**config.mk**
```make
export PLATFORM = sky130hd
export DESIGN_NAME = dis_ram
export DESIGN_NICKNAME = d
export VERILOG_FILES = /design/src/rtl/dis_ram.sv
export SDC_FILE = /design/constraint.sdc
export NUM_CORES = 1
export LEC_CHECK = 0
export ABC_CLOCK_PERIOD_IN_PS = 1900
export BUFFER_PORTS_ARGS = -buffer_cell sky130_fd_sc_hd__buf_2
export CAP_MARGIN = 20
export CORE_ASPECT_RATIO = 2
export CORE_UTILIZATION = 30
export DETAILED_ROUTE_END_ITERATION = 8
export HOLD_SLACK_MARGIN = 0.1
export MAX_ROUTING_LAYER = met4
export PLACE_DENSITY = 0.52
export SKIP_LAST_GASP = 1
export SLEW_MARGIN = 30
export SYNTH_ARGS = -nofsm -noshare
export SYNTH_HDL_FRONTEND = slang
export SYNTH_SLANG_ARGS = --single-unit
```
**constraint.sdc**
```tcl
create_clock -name clk -period 1.9 [get_ports clk]
set_input_delay 0.285 -clock clk [delete_from_list [all_inputs] [get_ports clk]]
set_output_delay 0.285 -clock clk [all_outputs]
set_load 0.01 [all_outputs]
```
**src/rtl/dis_ram.sv**
```systemverilog
// Generic single-write, single-read RAM with registered read data.
// No dependencies; holds the two banks of the interval table.
module dis_ram #(
  parameter int WIDTH = 8,
  parameter int DEPTH = 16,
  localparam int ADDR_W = $clog2(DEPTH)
) (
  input  logic              clk,
  input  logic              wr_en,
  input  logic [ADDR_W-1:0] wr_addr,
  input  logic [WIDTH-1:0]  wr_data,
  input  logic [ADDR_W-1:0] rd_addr,
  output logic [WIDTH-1:0]  rd_data
);

  logic [WIDTH-1:0] mem [DEPTH];

  always_ff @(posedge clk) begin
    if (wr_en) begin
      mem[wr_addr] <= wr_data;
    end
    rd_data <= mem[rd_addr];
  end

endmodule

```
==> results of run 1 <==
-- cell usage in the layout (no fill, tap or decap), types with 3 or more instances in the layout --
cell type     n
nor2_1       13
a22oi_1      16
bufinv_16     7
dfxtp_1       8
clkinvlp_4    3
nand2_1       9
clkbuf_16    17
clkinv_2      3
nor3_1        4
mux4_2       18
buf_4        24
edfxtp_1    128
buf_2        25
mux4_1       14
-- worst max path at each step --
stage	startpoint	end	slack [ns]	cells after the start
global placement	rd_addr[0]	rd_data[3]	0.14	5
detailed placement	rd_addr[0]	rd_data[3]	0.14	5
CTS	mem[5][3]	rd_data[3]	0.53	3
global route	mem[1][3]	rd_data[3]	0.46	3
finish	mem[3][4]	rd_data[4]	0.57	3
floorplan	wr_addr[2]	mem[0][0]	0.12	2
-- power groups by stage --
stage                     registers (W)  clock network (W)  logic (W)
after global routing            0.00338            0.00400   0.000356
after CTS                       0.00338            0.00389   0.000335
final                           0.00338            0.00383   0.000324
after floorplan                 0.00344                  0   0.000170
after global placement          0.00344                  0   0.000329
after detailed placement        0.00344                  0   0.000335
-- synthesized netlist by cell type --
master           instances
a22oi_1                 16
and2_1                   1
and2b_1                  1
buf_2                    3
buf_4                    1
buf_6                    3
clkdlybuf4s25_2          3
dfxtp_1                  8
edfxtp_1               128
mux4_1                  14
mux4_2                  18
nand2_1                  9
nand2b_1                 2
nand3_1                  1
nand3b_1                 2
nor2_1                  13
nor2b_1                  1
nor3_1                   4
or3b_2                   1
-- layout make-up --
cell class	instances	area, µm²	area share, %
clock buffers	19	453	7.11
clock inverters	13	248	3.89
multi-input cells	83	1060	16.6
flip-flops and latches	136	4000	62.9
well taps	207	259	4.07
repair buffers	51	345	5.42
-- routing by layer --
metal  global-route usage [%]  up-vias
li1                         -     1092
met1                     13.5     1239
met2                     24.4       73
met3                     3.74       16
met4                     6.93        0
met5                        -        -
-- cells by family after synthesis --
group	Yosys count	share of synthesized area (%)
simple gates	35	3.18
flops	136	77.8
mux	32	15.0
compound gates	16	2.33
buf+inv	10	1.68
-- sequential cells by signal, indices dropped and copies added (netlist names) --
signal / cells
mem: 128
rd_data: 8
-- through the flow --
step                utilization, %  power, W  std cells  cell area, µm²  hold WS [ns]
CTS                           38.0   0.00761        509            6370         0.255
floorplan                        -   0.00361        229            5150         0.384
finish                        38.0   0.00753        509            6370         0.265
global route                  38.0   0.00774        509            6370         0.264
detailed placement            33.8   0.00378        477            5670         0.666
global placement              33.8   0.00377        477            5670         0.666
-- critical path, delay by kind of cell, from the launching register on --
kind             cells  cell delay [ns]
multiplexers         1             0.48
flip-flops           1             0.37
AO/OA/AOI/OAI        1             0.27
AND/OR/NAND/NOR      1             0.09
==> flow_summary.yaml, run 1 <==
setup_path:
  path_max_fanout: 1
  cp-start-kind: "flop"
  crit_type: "reg2reg"
  cp.required_ns: 2.20
  arrival_ns: 1.63
  regToRegSetupSlack_ns: 0.57
  crit_path_top_delay_cell: "mux4_2"
  r2r-start: "mem[3][4]"
  cpPeakStageDelay_ns: 0.48
  rr_worst_depth: 3
  crit_chain: "mux4_2 > a22oi_1 > nand2_1"
  cp-end-kind: "flop"
  r2r-end: "rd_data[4]"
cts:
  hold_buffers: 0
  numCtsBuffers: 17
  cts-resized-gates: 0
  postCtsSetupBuffers: 0
  h-tree-depth: 4
  cts_tree: "done"
  cts_buffer_depth: 2
  clock_latency_ns: 0.41
  clk_pin_slew_worst_paths_ns: 0.06
  cts-root-buf: "clkbuf_16"
  cts_sinks: 136
detailed_routing:
  via_count: 2420
  drtIter0Drc: 166
  drcViolationCount: 0
  highest_layer: "met4"
  routed-wl-met3_um: 437
  met2_length_mm: 6.27
  wl_met1_mm: 3.63
  drt_pass1_iterations: 4
  final_antenna_net_count: 0
  wl_per_cell_um: 20.9
  vias_per_cell: 4.75
  finalWirelength_mm: 10.7
power:
  p_leak_nw: 2.18
  power_switching_w: 0.00138
  switching_share_pct: 18.3
  powerDensity_mw_per_mm2: 1180
  seqPwrFrac_pct: 44.9
  comb_power_share_pct: 4.3
  irDropWorstVdd_v: 0.000616
  p_int_w: 0.00615
  power.share.clock_pct: 50.8
finish:
  fillCellCount: 1516
  nets: 307
  drive_above_1_share_pct: 33.8
  area_growth_pct: 23.7
  n_antenna_cell: 0
grt:
  grt_pass1_vias: 2651
  grt_pass1_wl_mm: 16.2
  antenna_found_initial: 0
  grt_overflow_total: 0
  grt_max_degree: 33
  grt_use_total_pct: 13.9
placement:
  gp_congestion: 0.702
  place_ws_ns: 0.143
  dpl.hpwl_mm: 7.51
  numPortBuffers: 25
yosys:
  syn-num-nets: 247
  ys_warn_count: 0
  synth_top_area_share_pct: 74.7
  synth_top_cell_by_area: "edfxtp_1"
  ys_seq_area_share_pct: 77.8
  synthTopCellsByArea: "edfxtp_1 (75%), mux4_2 (7.9%), mux4_1 (7.1%), dfxtp_1 (3.1%), a22oi_1 (2.3%)"
  synth_seq_cells: 136
  syn_area_mm2: 0.00515
  syn_avg_cell_area_um2: 22.5
  yosysUniqueCellTypes: 19
  synth_cells: 229
die:
  die-area_mm2: 0.0177
  core_mm2: 0.0168
  die_h_um: 187
  io_pins: 26
  rows: 67
  die_w_um: 94.6
  start_util_pct: 30.7
sta:
  finalSetupViolCount: 0
  setup_ws_ns: 0.567
  drv_slew: 0
  relSlewSlack_pct: 71.3
  period_needed_ns: 1.33
  finalHoldViolations: 0
  fmax_mhz: 750
  fin_skew_ns: 0.00395
  tns_ns: 0
  rsz0062_at_grt: "false"
  worst_pin_slew_ns: 0.430
  period_share_pct: 70.2
min_path:
  min_path_type: "in2reg"
  min-delay-start: "wr_data[3]"
  whs_endpoint: "mem[6][3]"
  hold-path-cell-count: 1
outcome:
  status: "complete, no violations"
flow_run:
  cap_viol_max_count: 0
(Power assumes the default switching activity.)
==> run 2: changes to the inputs <==
- ABC_CLOCK_PERIOD_IN_PS: 1900 -> 1400
- PLACE_DENSITY: 0.52 -> 0.51
- clock period: 1.9 -> 1.4 ns (I/O delays scaled with it)
==> run 2 against run 1 <==
Net effect:
- sequential share of layout area rose by 0.11 points
- power increased by 28%
- critical path type unchanged
- largest power group is now sequential cells
- via count increased by 2.0%
- largest cell class unchanged
- cell count is 0.59% higher
- highest routed layer unchanged
- sequential cell count stayed put
- count of clock-buffer cells in the layout decreased by 1
==> flow_summary.yaml, run 2 (synthesis results as in run 1) <==
outcome:
  status: "complete, no violations"
detailed_routing:
  drtIter0Drc: 196
  drcViolationCount: 0
  final_antenna_net_count: 0
  drt_pass1_iterations: 4
  wl_per_cell_um: 21.1
  via_count: 2469
  finalWirelength_mm: 10.8
  vias_per_cell: 4.82
setup_path:
  startpoint: "mem[1][1]"
  regToRegSetupSlack_ns: 0.07
  rr_worst_depth: 3
  cp-start-kind: "flop"
  cp.required_ns: 1.70
  cp-end-kind: "flop"
  cp-endpoint: "rd_data[1]"
  r2r-end: "rd_data[1]"
  r2r-start: "mem[1][1]"
  path_max_fanout: 1
  crit_type: "reg2reg"
  arrival_ns: 1.63
cts:
  cts_tree: "done"
  clk_pin_slew_worst_paths_ns: 0.06
  cts_sinks: 136
  numCtsBuffers: 17
  hold_buffers: 0
  clock_latency_ns: 0.41
  cts-root-buf: "clkbuf_16"
  cts_buffer_depth: 2
  h-tree-depth: 4
sta:
  period_share_pct: 95.0
  rsz0062_at_grt: "false"
  period_needed_ns: 1.33
  worst_pin_slew_ns: 0.772
  finalSetupViolCount: 0
  drv_slew: 0
  fin_skew_ns: 0.00432
  relSlewSlack_pct: 48.3
  setup_ws_ns: 0.0698
  fmax_mhz: 752
  finalHoldViolations: 0
  hold_slack_ns: 0.177
  tns_ns: 0
finish:
  largest_reg_flops: 128
  final_common_cell: "edfxtp_1"
  layout_common_cells: "edfxtp_1 (128), buf_2 (25), buf_4 (24)"
  fillCellCount: 1547
  stdcell_count: 512
  drive_above_1_share_pct: 34.1
  n_antenna_cell: 0
  area_growth_pct: 23.5
  largestRegisters: "mem (128), rd_data (8)"
  nets: 310
  final_area_mm2: 0.00635
  top_register: "mem"
grt:
  grt_pass1_wl_mm: 16.6
  antenna_found_initial: 0
  grt_use_total_pct: 14.1
  grt_pass1_vias: 2710
  grt_overflow_total: 0
  grt_max_degree: 17
flow_run:
  cap_viol_max_count: 0
die:
  die_h_um: 187
  io_pins: 26
  rows: 67
  die_w_um: 94.6
  start_util_pct: 30.7
  die-area_mm2: 0.0177
  core_mm2: 0.0168
power:
  p_leak_nw: 2.16
  powerDensity_mw_per_mm2: 1510
  irDropWorstVdd_v: 0.000708
placement:
  dpl.hpwl_mm: 7.58
  postPlaceCellArea_mm2: 0.00574
  place_ws_ns: -0.172
  gp_congestion: 0.713
  placed_cells: 480
  numPortBuffers: 25
min_path:
  min_path_type: "in2reg"
  min-delay-start: "wr_data[7]"
[run 2: cell count changes in the layout (fill, tap and decap cells not counted), sizes merged]
| cell | previous run | this run |
|---|---|---|
| buf | 51 | 54 |
| bufinv | 7 | 4 |
| clkbuf | 19 | 18 |
| clkinv | 3 | 6 |
| inv | 0 | 1 |
[run 2: per-layer routing]
metal	routed length, µm	up-vias	share of wire (%)	track usage (%)
met5	0	-	0	-
met4	287	0	2.7	6.47
met3	289	17	2.7	3.09
met2	6390	54	59	25.3
met1	3820	1302	35	13.9
li1	-	1096	-	-
[run 2: final cells by class]
type	instances	area [µm²]	area share, %
sequential	136	4000	63.0
multi-input combinational	83	1080	17.0
clock buffer	18	429	6.75
timing repair buffer	54	405	6.38
tap	207	259	4.08
clock inverter	14	180	2.84
[run 2: power breakdown]
group	total [W]	switching, W	leakage, nW	internal [W]
sequential	0.00458	0.0000278	1.22	0.00455
clock	0.00458	0.00163	0.286	0.00296
combinational	0.000461	0.000255	0.647	0.000206
[run 2: worst max-delay path: stages, from the launching register on]
cell      delay [ns]
edfxtp_1        0.34
mux4_1          0.53
a22oi_1         0.27
nand2_1         0.08
[run 2: worst min-delay path by stage]
stage                      endpoint  slack [ns]  depth (start not counted)
final                     mem[4][7]        0.18                          1
after global routing      mem[4][7]        0.17                          1
after CTS                 mem[4][7]        0.16                          1
after detailed placement  mem[4][7]        0.60                          1
after global placement    mem[4][7]        0.59                          1
after floorplan           mem[0][0]        0.31                          0
[run 2: repair_timing]
action / in CTS / in global routing
hold endpoints to repair: 0 / 0
endpoints found under the setup margin: 0 / 1
gates resized for setup: 0 / 1
setup buffers: 0 / 0
[run 2: through the flow]
step                      power (W)  utilization (%)
after floorplan             0.00490                -
after global placement      0.00513             34.2
after detailed placement    0.00514             34.2
after CTS                   0.00972             37.9
after global routing        0.00991             37.9
final                       0.00963             37.9
