<file path="config.mk">
export PLATFORM = sky130hd
export DESIGN_NAME = dis_cmp
export DESIGN_NICKNAME = d
export VERILOG_FILES = /design/src/rtl/dis_pkg.sv /design/src/rtl/dis_cmp.sv
export SDC_FILE = /design/constraint.sdc
export NUM_CORES = 1
export LEC_CHECK = 0
export BUFFER_PORTS_ARGS = -buffer_cell sky130_fd_sc_hd__buf_2
export CORE_MARGIN = 5
export CORE_UTILIZATION = 40
export DETAILED_ROUTE_END_ITERATION = 16
export GPL_TIMING_DRIVEN = 0
export PLACE_DENSITY = 0.65
export SLEW_MARGIN = 40
export SYNTH_ARGS = -nofsm -noshare
export SYNTH_HDL_FRONTEND = slang
export SYNTH_SLANG_ARGS = --single-unit
</file>
<file path="constraint.sdc">
create_clock -name vclk -period 7.82
set_input_delay 0.782 -clock vclk [all_inputs]
set_output_delay 0.782 -clock vclk [all_outputs]
set_load 0.02 [all_outputs]
</file>
<file path="src/rtl/dis_pkg.sv">
// Shared types and constants for the disjoint interval set block.
// No dependencies; imported by the entry compare unit and the top level.
package dis_pkg;

  localparam int MAX_INTERVALS_DEF = 64;
  localparam int VALUE_BITS_DEF    = 31;

  typedef enum logic [1:0] {
    CMD_INSERT = 2'd0,
    CMD_ERASE  = 2'd1,
    CMD_QUERY  = 2'd2,
    CMD_MEX    = 2'd3
  } cmd_t;

  typedef enum logic [1:0] {
    STATUS_OK       = 2'd0,
    STATUS_FULL     = 2'd1,
    STATUS_REVERSED = 2'd2,
    STATUS_RSVD     = 2'd3
  } status_t;

  // Relation of one stored interval [s,e] to the request range [lo,hi].
  typedef struct packed {
    logic below;     // e + 1 < lo: stays left of an insert
    logic above;     // s > hi + 1: stays right of an insert
    logic disjoint;  // e < lo or s > hi: untouched by an erase
    logic s_lt_lo;   // left piece survives an erase
    logic e_gt_hi;   // right piece survives an erase
    logic holds;     // s <= lo <= e
  } rel_t;

endpackage

</file>
<file path="src/rtl/dis_cmp.sv">
// Entry compare unit: classifies one stored interval against the request
// range and gives its full and clipped lengths. Uses dis_pkg.
module dis_cmp import dis_pkg::*; #(
  parameter int VALUE_BITS = VALUE_BITS_DEF
) (
  input  logic [VALUE_BITS-1:0] ent_s,
  input  logic [VALUE_BITS-1:0] ent_e,
  input  logic [VALUE_BITS-1:0] lo,
  input  logic [VALUE_BITS-1:0] hi,
  output rel_t                  rel,
  output logic [VALUE_BITS:0]   len_full,
  output logic [VALUE_BITS:0]   len_clip
);

  logic [VALUE_BITS:0]   e_inc;
  logic [VALUE_BITS:0]   hi_inc;
  logic [VALUE_BITS-1:0] clip_a;
  logic [VALUE_BITS-1:0] clip_b;

  assign e_inc  = {1'b0, ent_e} + 1'b1;
  assign hi_inc = {1'b0, hi} + 1'b1;

  always_comb begin
    rel.below    = e_inc < {1'b0, lo};
    rel.above    = {1'b0, ent_s} > hi_inc;
    rel.disjoint = (ent_e < lo) || (ent_s > hi);
    rel.s_lt_lo  = ent_s < lo;
    rel.e_gt_hi  = ent_e > hi;
    rel.holds    = (ent_s <= lo) && (lo <= ent_e);
  end

  assign clip_a   = rel.s_lt_lo ? lo : ent_s;
  assign clip_b   = rel.e_gt_hi ? hi : ent_e;
  assign len_full = {1'b0, ent_e} - {1'b0, ent_s} + 1'b1;
  assign len_clip = {1'b0, clip_b} - {1'b0, clip_a} + 1'b1;

endmodule

</file>
==> results of run 1 <==
-- metal layers --
metal,global-route usage (%),part of all wire (%),vias to the layer above
li1,-,-,5331
met1,29.6,45,4898
met2,38.2,46,386
met3,2.75,7.0,65
met4,4.55,2.4,14
met5,0,0.19,-
-- power groups by stage --
stage | registers [mW] | logic [mW] | clock network, mW
after detailed placement | 0 | 1.40 | 0
after global placement | 0 | 1.39 | 0
after global routing | 0 | 1.56 | 0.0000000171
final | 0 | 1.41 | 0.0000000342
after floorplan | 0 | 0.986 | 0
after CTS | 0 | 1.41 | 0
-- worst max-delay path by stage --
stage / to / startpoint / cells after the start
CTS: len_clip[29] / ent_s[1] / 20
global placement: len_clip[29] / ent_s[1] / 20
finish: len_clip[30] / ent_s[1] / 20
floorplan: len_clip[25] / hi[20] / 21
detailed placement: len_clip[29] / ent_s[1] / 20
global route: len_clip[29] / ent_s[1] / 21
-- cell usage after synthesis (18+ instances only) --
cell      count  area share, %
ha_1        310             38
o21ai_0      57            2.8
a21o_1       71            5.2
nand3_1      50            2.5
a21oi_1     119            5.8
inv_1       151            5.6
mux2i_1      63            6.2
nor2b_1      18            1.1
nor2_1       50            1.8
xnor2_1      92            7.9
clkbuf_1     18           0.66
xor2_1       21            1.8
nand2_1      70            2.6
nor3_1       19           0.93
nand4_1      54            3.3
-- repair_timing --
item,4_1_cts,5_1_grt
gates resized for setup,0,1
hold buffers,0,0
setup endpoints to repair,0,1
-- cell type report --
type,instances,area [um^2]
diodes,2,5.00
plain buffers,26,115
fillers,2648,13500
inverters,151,567
multi-input cells,1159,9510
well taps,330,413
repair buffers,194,971
-- worst max-delay path, stage by stage --
cell and delay [ns]:
buf_2 0.15, ha_1 0.31, nor2b_1 0.13, o21ai_0 0.16, a21oi_1 0.10, a2111oi_0 0.70
o21ai_1 0.23, nor3_4 0.51, buf_2 0.41, mux2i_1 0.35, ha_1 0.29, ha_1 0.36
and3_4 0.22, a31o_1 0.21, a211o_1 0.35, a41oi_2 0.34, o311ai_2 0.24, a2111oi_2 0.37
xnor2_1 0.17, buf_2 0.19
-- cells by family after synthesis --
group	share of synthesized area, %
compound gates	21.9
simple gates	16.9
fa+ha+maj	38.5
buf+inv	6.70
xor+xnor	9.72
mux	6.30
-- per-stage QoR --
stage	setup WS, ns	area, um^2	hold WS (ns)
2_1_floorplan	1.89	10200	1.76
3_3_place_gp	0.269	11600	1.98
3_5_place_dp	0.244	11600	1.99
4_1_cts	0.205	11600	1.99
5_1_grt	0.160	11600	2.03
6_report	0.458	11600	1.99
==> impl_metrics.yaml, run 1 <==
min_path:
  min-delay-start: "ent_e[0]"
  worstHoldPathType: "input pin to primary output"
  min_delay_worst_endpoint: "len_full[0]"
  min_delay_path_depth: 3
worst_setup_path:
  worst-endpoint-required_ns: 7.04
  setup.worst_path.class: "input pin to primary output"
  path_max_fanout: 10
  critical_path_arrival_ns: 6.58
  setup.worst_path.end_class: "primary output"
  start_kind: "input pin"
place:
  place.detailed.instances: 1860
  portBuffers: 194
  globalplace.congestion: 0.976
  hpwlAfterDp_mm: 30.5
layout:
  seq_area_um2: 0
  synthToLayoutAreaGrowth_pct: 13.8
  final_net_count: 1968
  mostFrequentLayoutCells: "ha_1, buf_2, inv_1"
  n_sequential_cell: 0
  final_core_utilization_pct: 46.1
  drive_above_1_share_pct: 14.5
  final-instance-count-excl-fill: 1862
  clockBufferCount: 0
  final_common_cell: "ha_1"
run:
  maxCapViolCount: 0
synth:
  synth_warnings: 0
  mappedNetlistNets: 1772
  yosysUniqueCellTypes: 68
  yosysSeqAreaShare_pct: 0
  netlist_area_um2: 10200
  synthesis.area_per_instance_um2: 7.62
  syn_inst: 1336
route:
  iter_0_drt_violations: 737
  route.antenna.remaining_nets: 0
  detail_route.vias_per_cell: 5.74
  drt_pre_antenna_iters: 5
  drt-total-wl_mm: 34.2
  drc_errors: 0
  wl_per_cell_um: 18.4
  dr_total_vias: 10700
sta:
  rsz0062_at_grt: "false"
  layout_worst_path_cycle_share_pct: 94.1
  fin_crit_ns: 7.36
  tns_ns: 0
  max_freq_ghz: 0.136
  slew_headroom_pct: 44.7
  timing_max_transition_violations_final: 0
  hold_violations: 0
  worst_slew_pin_slew_ns: 0.809
  finalSetupViolations: 0
floorplanning:
  design.core.area_um2: 25100
  row_count: 58
  die_width_um: 170
  die_area_um2: 28700
  floorplan.initialDensity_pct: 40.6
  die_h_um: 170
  num_io_pins: 194
power:
  power_per_cell_area_nw_per_um2: 122
  seq_power_share_pct: 0
  comb_power_share_pct: 100.0
  netSwitchingFraction_pct: 61.9
  design_power_total_mw: 1.41
  internal_power_mw: 0.539
  p_leak_nw: 6.28
  net-switching-power_mw: 0.875
  power_frac_clock_pct: 0
  vdd.ir_drop.worst_v: 0.000124
global_route:
  grt_pass1_wl_mm: 51.7
  grt_pass1_vias: 9938
  maximum_number_of_pins_on_one_net_before_global_route_repair: 11
  grt_remaining_overflow: 0
  track_usage_pct: 22.1
  antenna_violations_before_repair: 8
clock_tree:
  cts_setup_buffers: 0
status:
  outcome: "complete, no violations"
(Power assumes the default switching activity.)
==> run 2: changes to the inputs <==
Settings changed: CORE_UTILIZATION 40 to 50, PLACE_DENSITY 0.65 to 0.73, SETUP_SLACK_MARGIN set to 0.3.
==> impl_metrics.yaml, run 2 (synthesized netlist as in run 1, its figures left out) <==
sta:
  max_freq_ghz: 0.140
  finalSetupViolations: 0
  hold_violations: 0
  tns_ns: 0
  slew_headroom_pct: 48.5
  rsz0062_at_grt: "false"
  finalHoldWorstSlack_ns: 1.98
  timing_max_transition_violations_final: 0
  fin_crit_ns: 7.15
  worst_slew_pin_slew_ns: 0.767
  layout_worst_path_cycle_share_pct: 91.4
route:
  iter_0_drt_violations: 654
  drt_pre_antenna_iters: 5
  wl_per_cell_um: 18.0
  drc_errors: 0
  dr_total_vias: 10600
  drt-total-wl_mm: 32.4
  route.antenna.remaining_nets: 0
  detail_route.vias_per_cell: 5.90
worst_setup_path:
  critical_path.startpoint: "ent_s[1]"
  worst-endpoint-required_ns: 7.04
  critical_path_arrival_ns: 6.36
  start_kind: "input pin"
  path_max_fanout: 10
  setup.worst_path.end_class: "primary output"
  cp-endpoint: "len_clip[27]"
  setup.worst_path.class: "input pin to primary output"
layout:
  seq_area_um2: 0
  synthToLayoutAreaGrowth_pct: 13.0
  final_design_area_no_fill_um2: 11500
  mostFrequentLayoutCells: "ha_1, buf_2, inv_1"
  final_common_cell: "ha_1"
  n_sequential_cell: 0
  clockBufferCount: 0
  n_fill_cell: 2010
  drive_above_1_share_pct: 14.5
  final_core_utilization_pct: 57.1
  multiInputGateArea_um2: 9510
  final_net_count: 1968
floorplanning:
  num_io_pins: 194
  floorplan.initialDensity_pct: 50.5
  die_h_um: 153
  die_area_um2: 23300
  die_width_um: 153
  design.core.area_um2: 20200
  row_count: 52
power:
  power_per_cell_area_nw_per_um2: 121
  design_power_total_mw: 1.40
  p_leak_nw: 6.28
  vdd.ir_drop.worst_v: 0.000129
place:
  hpwlAfterDp_mm: 28.9
  globalplace.congestion: 0.974
  dpl-instance-area_um2: 11500
  portBuffers: 194
global_route:
  maximum_number_of_pins_on_one_net_before_global_route_repair: 11
  track_usage_pct: 25.7
  antenna_violations_before_repair: 8
  grt_pass1_vias: 10100
  grt_pass1_wl_mm: 50.2
  grt_remaining_overflow: 0
clock_tree:
  cts_resized: 0
  cts_hold_buf: 0
  cts_setup_buffers: 0
min_path:
  worstHoldPathType: "input pin to primary output"
status:
  outcome: "complete, no violations"
run:
  maxCapViolCount: 0
[run 2: cell counts in the layout (fill, tap and decap cells not counted)]
Identical to the previous run, type by type.
[run 2: final cells by class]
| class | count | area share (%) |
|---|---|---|
| antenna | 2 | 0.0435 |
| buffer | 26 | 1.00 |
| inverter | 151 | 4.93 |
| multi-input combinational | 1159 | 82.7 |
| tap | 270 | 2.94 |
| timing repair buffer | 194 | 8.44 |
[run 2: worst max-delay path: stages]
cell and delay, ns:
buf_2 0.15, ha_1 0.31, nor2b_1 0.13, o21ai_0 0.15, a21oi_1 0.10, a2111oi_0 0.57
o21ai_1 0.22, nor3_4 0.51, buf_2 0.41, mux2i_1 0.34, ha_1 0.32, fa_1 0.47
a21o_1 0.19, nand4_1 0.13, nand2_1 0.13, a311oi_1 0.69, o31a_1 0.33, nand4b_1 0.12
nand3_1 0.11, buf_2 0.16
[run 2: power breakdown]
part	internal [mW]	leakage (nW)	total [mW]	switching, mW
logic	0.540	6.28	1.40	0.857
clock network	0.0000000342	0.0000127	0.0000000342	0
registers	0	0	0	0
[run 2: worst min path at each step]
stage	start	end	depth (start not counted)
after global routing	ent_e[0]	len_full[0]	3
after CTS	ent_e[0]	len_full[0]	3
after detailed placement	ent_e[0]	len_full[0]	3
after global placement	ent_e[0]	len_full[0]	3
after floorplan	ent_e[0]	len_full[0]	1
final	ent_e[0]	len_full[0]	3
[run 2: per-stage QoR]
| step | setup WS [ns] | cells |
|---|---|---|
| 2_1_floorplan | 1.89 | 1336 |
| 3_5_place_dp | 0.434 | 1800 |
| 4_1_cts | 0.397 | 1800 |
| 6_report | 0.674 | 1802 |
| 5_1_grt | 0.320 | 1802 |
| 3_3_place_gp | 0.455 | 1800 |
[run 2: layer usage]
| layer | wire, um | GRT usage [%] | part of all wire (%) |
|---|---|---|---|
| met1 | 13900 | 33.3 | 43 |
| met2 | 15000 | 44.8 | 46 |
| met3 | 2430 | 4.03 | 7.5 |
| met4 | 985 | 6.15 | 3.0 |
| met5 | 74 | 0 | 0.23 |
==> run 3: changes to the inputs <==
Settings changed: CORE_MARGIN 5 to unset.
==> impl_metrics.yaml, run 3 (synthesized netlist as in run 1, its figures left out) <==
status:
  outcome: "complete, no violations"
sta:
  tns_ns: 0
  hold_violations: 0
  fin_crit_ns: 6.94
  rsz0062_at_grt: "false"
  max_freq_ghz: 0.144
  slew_headroom_pct: 56.9
  layout_worst_path_cycle_share_pct: 88.8
  finalSetupViolations: 0
  worst_slew_pin_slew_ns: 0.642
  timing_max_transition_violations_final: 0
global_route:
  antenna_violations_before_repair: 3
  maximum_number_of_pins_on_one_net_before_global_route_repair: 11
  grt_remaining_overflow: 0
  grt_pass1_wl_mm: 48.3
  grt_pass1_vias: 9836
  track_usage_pct: 29.3
route:
  detail_route.vias_per_cell: 5.96
  iter_0_drt_violations: 668
  dr_total_vias: 10700
  drt-total-wl_mm: 31.5
  drc_errors: 0
  route.antenna.remaining_nets: 0
  drt_pre_antenna_iters: 6
  wl_per_cell_um: 17.5
clock_tree:
  cts_setup_buffers: 0
  cts_resized: 0
  cts_hold_buf: 0
power:
  comb_power_share_pct: 100.0
  seq_power_share_pct: 0
  vdd.ir_drop.worst_v: 0.000171
  design_power_total_mw: 1.40
  net-switching-power_mw: 0.856
  netSwitchingFraction_pct: 61.3
  p_leak_nw: 6.28
  internal_power_mw: 0.541
  power_frac_clock_pct: 0
  power_per_cell_area_nw_per_um2: 121
min_path:
  min_delay_path_depth: 3
  worstHoldPathType: "input pin to primary output"
  min_delay_worst_endpoint: "len_full[0]"
  min-delay-start: "ent_e[0]"
layout:
  final_net_count: 1968
  synthToLayoutAreaGrowth_pct: 13.0
  seq_area_um2: 0
  final_common_cell: "ha_1"
  multiInputGateArea_um2: 9520
  mostFrequentLayoutCells: "ha_1, buf_2, inv_1"
  drive_above_1_share_pct: 14.6
  clockBufferCount: 0
  n_sequential_cell: 0
  n_fill_cell: 1967
worst_setup_path:
  setup.worst_path.class: "input pin to primary output"
  critical_path_arrival_ns: 6.16
  start_kind: "input pin"
  path_max_fanout: 10
  setup.worst_path.end_class: "primary output"
  worst-endpoint-required_ns: 7.04
place:
  globalplace.congestion: 0.960
  hpwlAfterDp_mm: 28.0
  portBuffers: 194
floorplanning:
  floorplan.initialDensity_pct: 51.6
  die_area_um2: 20900
  design.core.area_um2: 19700
  die_h_um: 145
  die_width_um: 145
  row_count: 51
  num_io_pins: 194
run:
  maxCapViolCount: 0
-- run 3: cell count changes in the layout (fill, tap and decap cells not counted) --
| cell | before | now |
|---|---|---|
| a2111oi_1 | 0 | 1 |
| a2111oi_0 | 3 | 1 |
| a2111oi_2 | 1 | 2 |
-- run 3: cell type report --
cell class         count  share of cell area [%]
diodes                 2                  0.0435
plain buffers         26                    1.00
inverters            151                    4.92
multi-input cells   1159                    82.7
well taps            265                    2.88
repair buffers       194                    8.44
-- run 3: power by group through the flow --
stage / registers (mW) / clock network, mW / logic (mW)
6_report: 0 / 0.0000000342 / 1.40
4_1_cts: 0 / 0 / 1.39
3_5_place_dp: 0 / 0 / 1.38
3_3_place_gp: 0 / 0 / 1.36
2_1_floorplan: 0 / 0 / 0.986
5_1_grt: 0 / 0 / 1.55
-- run 3: worst max-delay path, cell delays in order --
cell and delay [ns]:
buf_2 0.14, inv_1 0.19, ha_1 0.31, a21oi_1 0.17, o21a_1 0.14, o21ai_0 0.10
a2111oi_0 0.41, a21oi_1 0.14, o31ai_2 0.49, buf_4 0.32, mux2i_1 0.27, ha_1 0.27
ha_1 0.35, and3_4 0.22, a31o_1 0.22, a211o_1 0.35, a41oi_2 0.32, o311ai_2 0.22
a2111oi_2 0.36, xnor2_1 0.18, buf_2 0.20
-- run 3: per-stage QoR --
step	cell area [um^2]	setup WS (ns)	std cells	utilization, %	hold slack, ns
global placement	11500	0.457	1795	58.2	1.98
floorplan	10200	1.89	1336	-	1.76
detailed placement	11500	0.495	1795	58.2	1.99
finish	11500	0.877	1797	58.4	1.98
global route	11500	0.339	1795	58.3	2.01
CTS	11500	0.467	1795	58.2	1.99
-- run 3: how the worst max path moves through the flow --
stage / startpoint / endpoint / slack, ns / depth (start not counted)
after global routing: hi[22] / len_clip[29] / 0.34 / 22
after detailed placement: ent_s[1] / len_clip[29] / 0.49 / 20
after CTS: ent_s[1] / len_clip[29] / 0.47 / 20
final: hi[22] / len_clip[30] / 0.88 / 21
after global placement: ent_s[1] / len_clip[29] / 0.46 / 20
after floorplan: hi[20] / len_clip[25] / 1.89 / 21
-- run 3: metal layers --
| metal | up-vias | track usage [%] | wire, um |
|---|---|---|---|
| li1 | 5346 | - | - |
| met1 | 4863 | 37.4 | 13600 |
| met2 | 428 | 52.0 | 14600 |
| met3 | 70 | 2.30 | 2280 |
| met4 | 2 | 9.03 | 1070 |
| met5 | - | 0 | 8 |
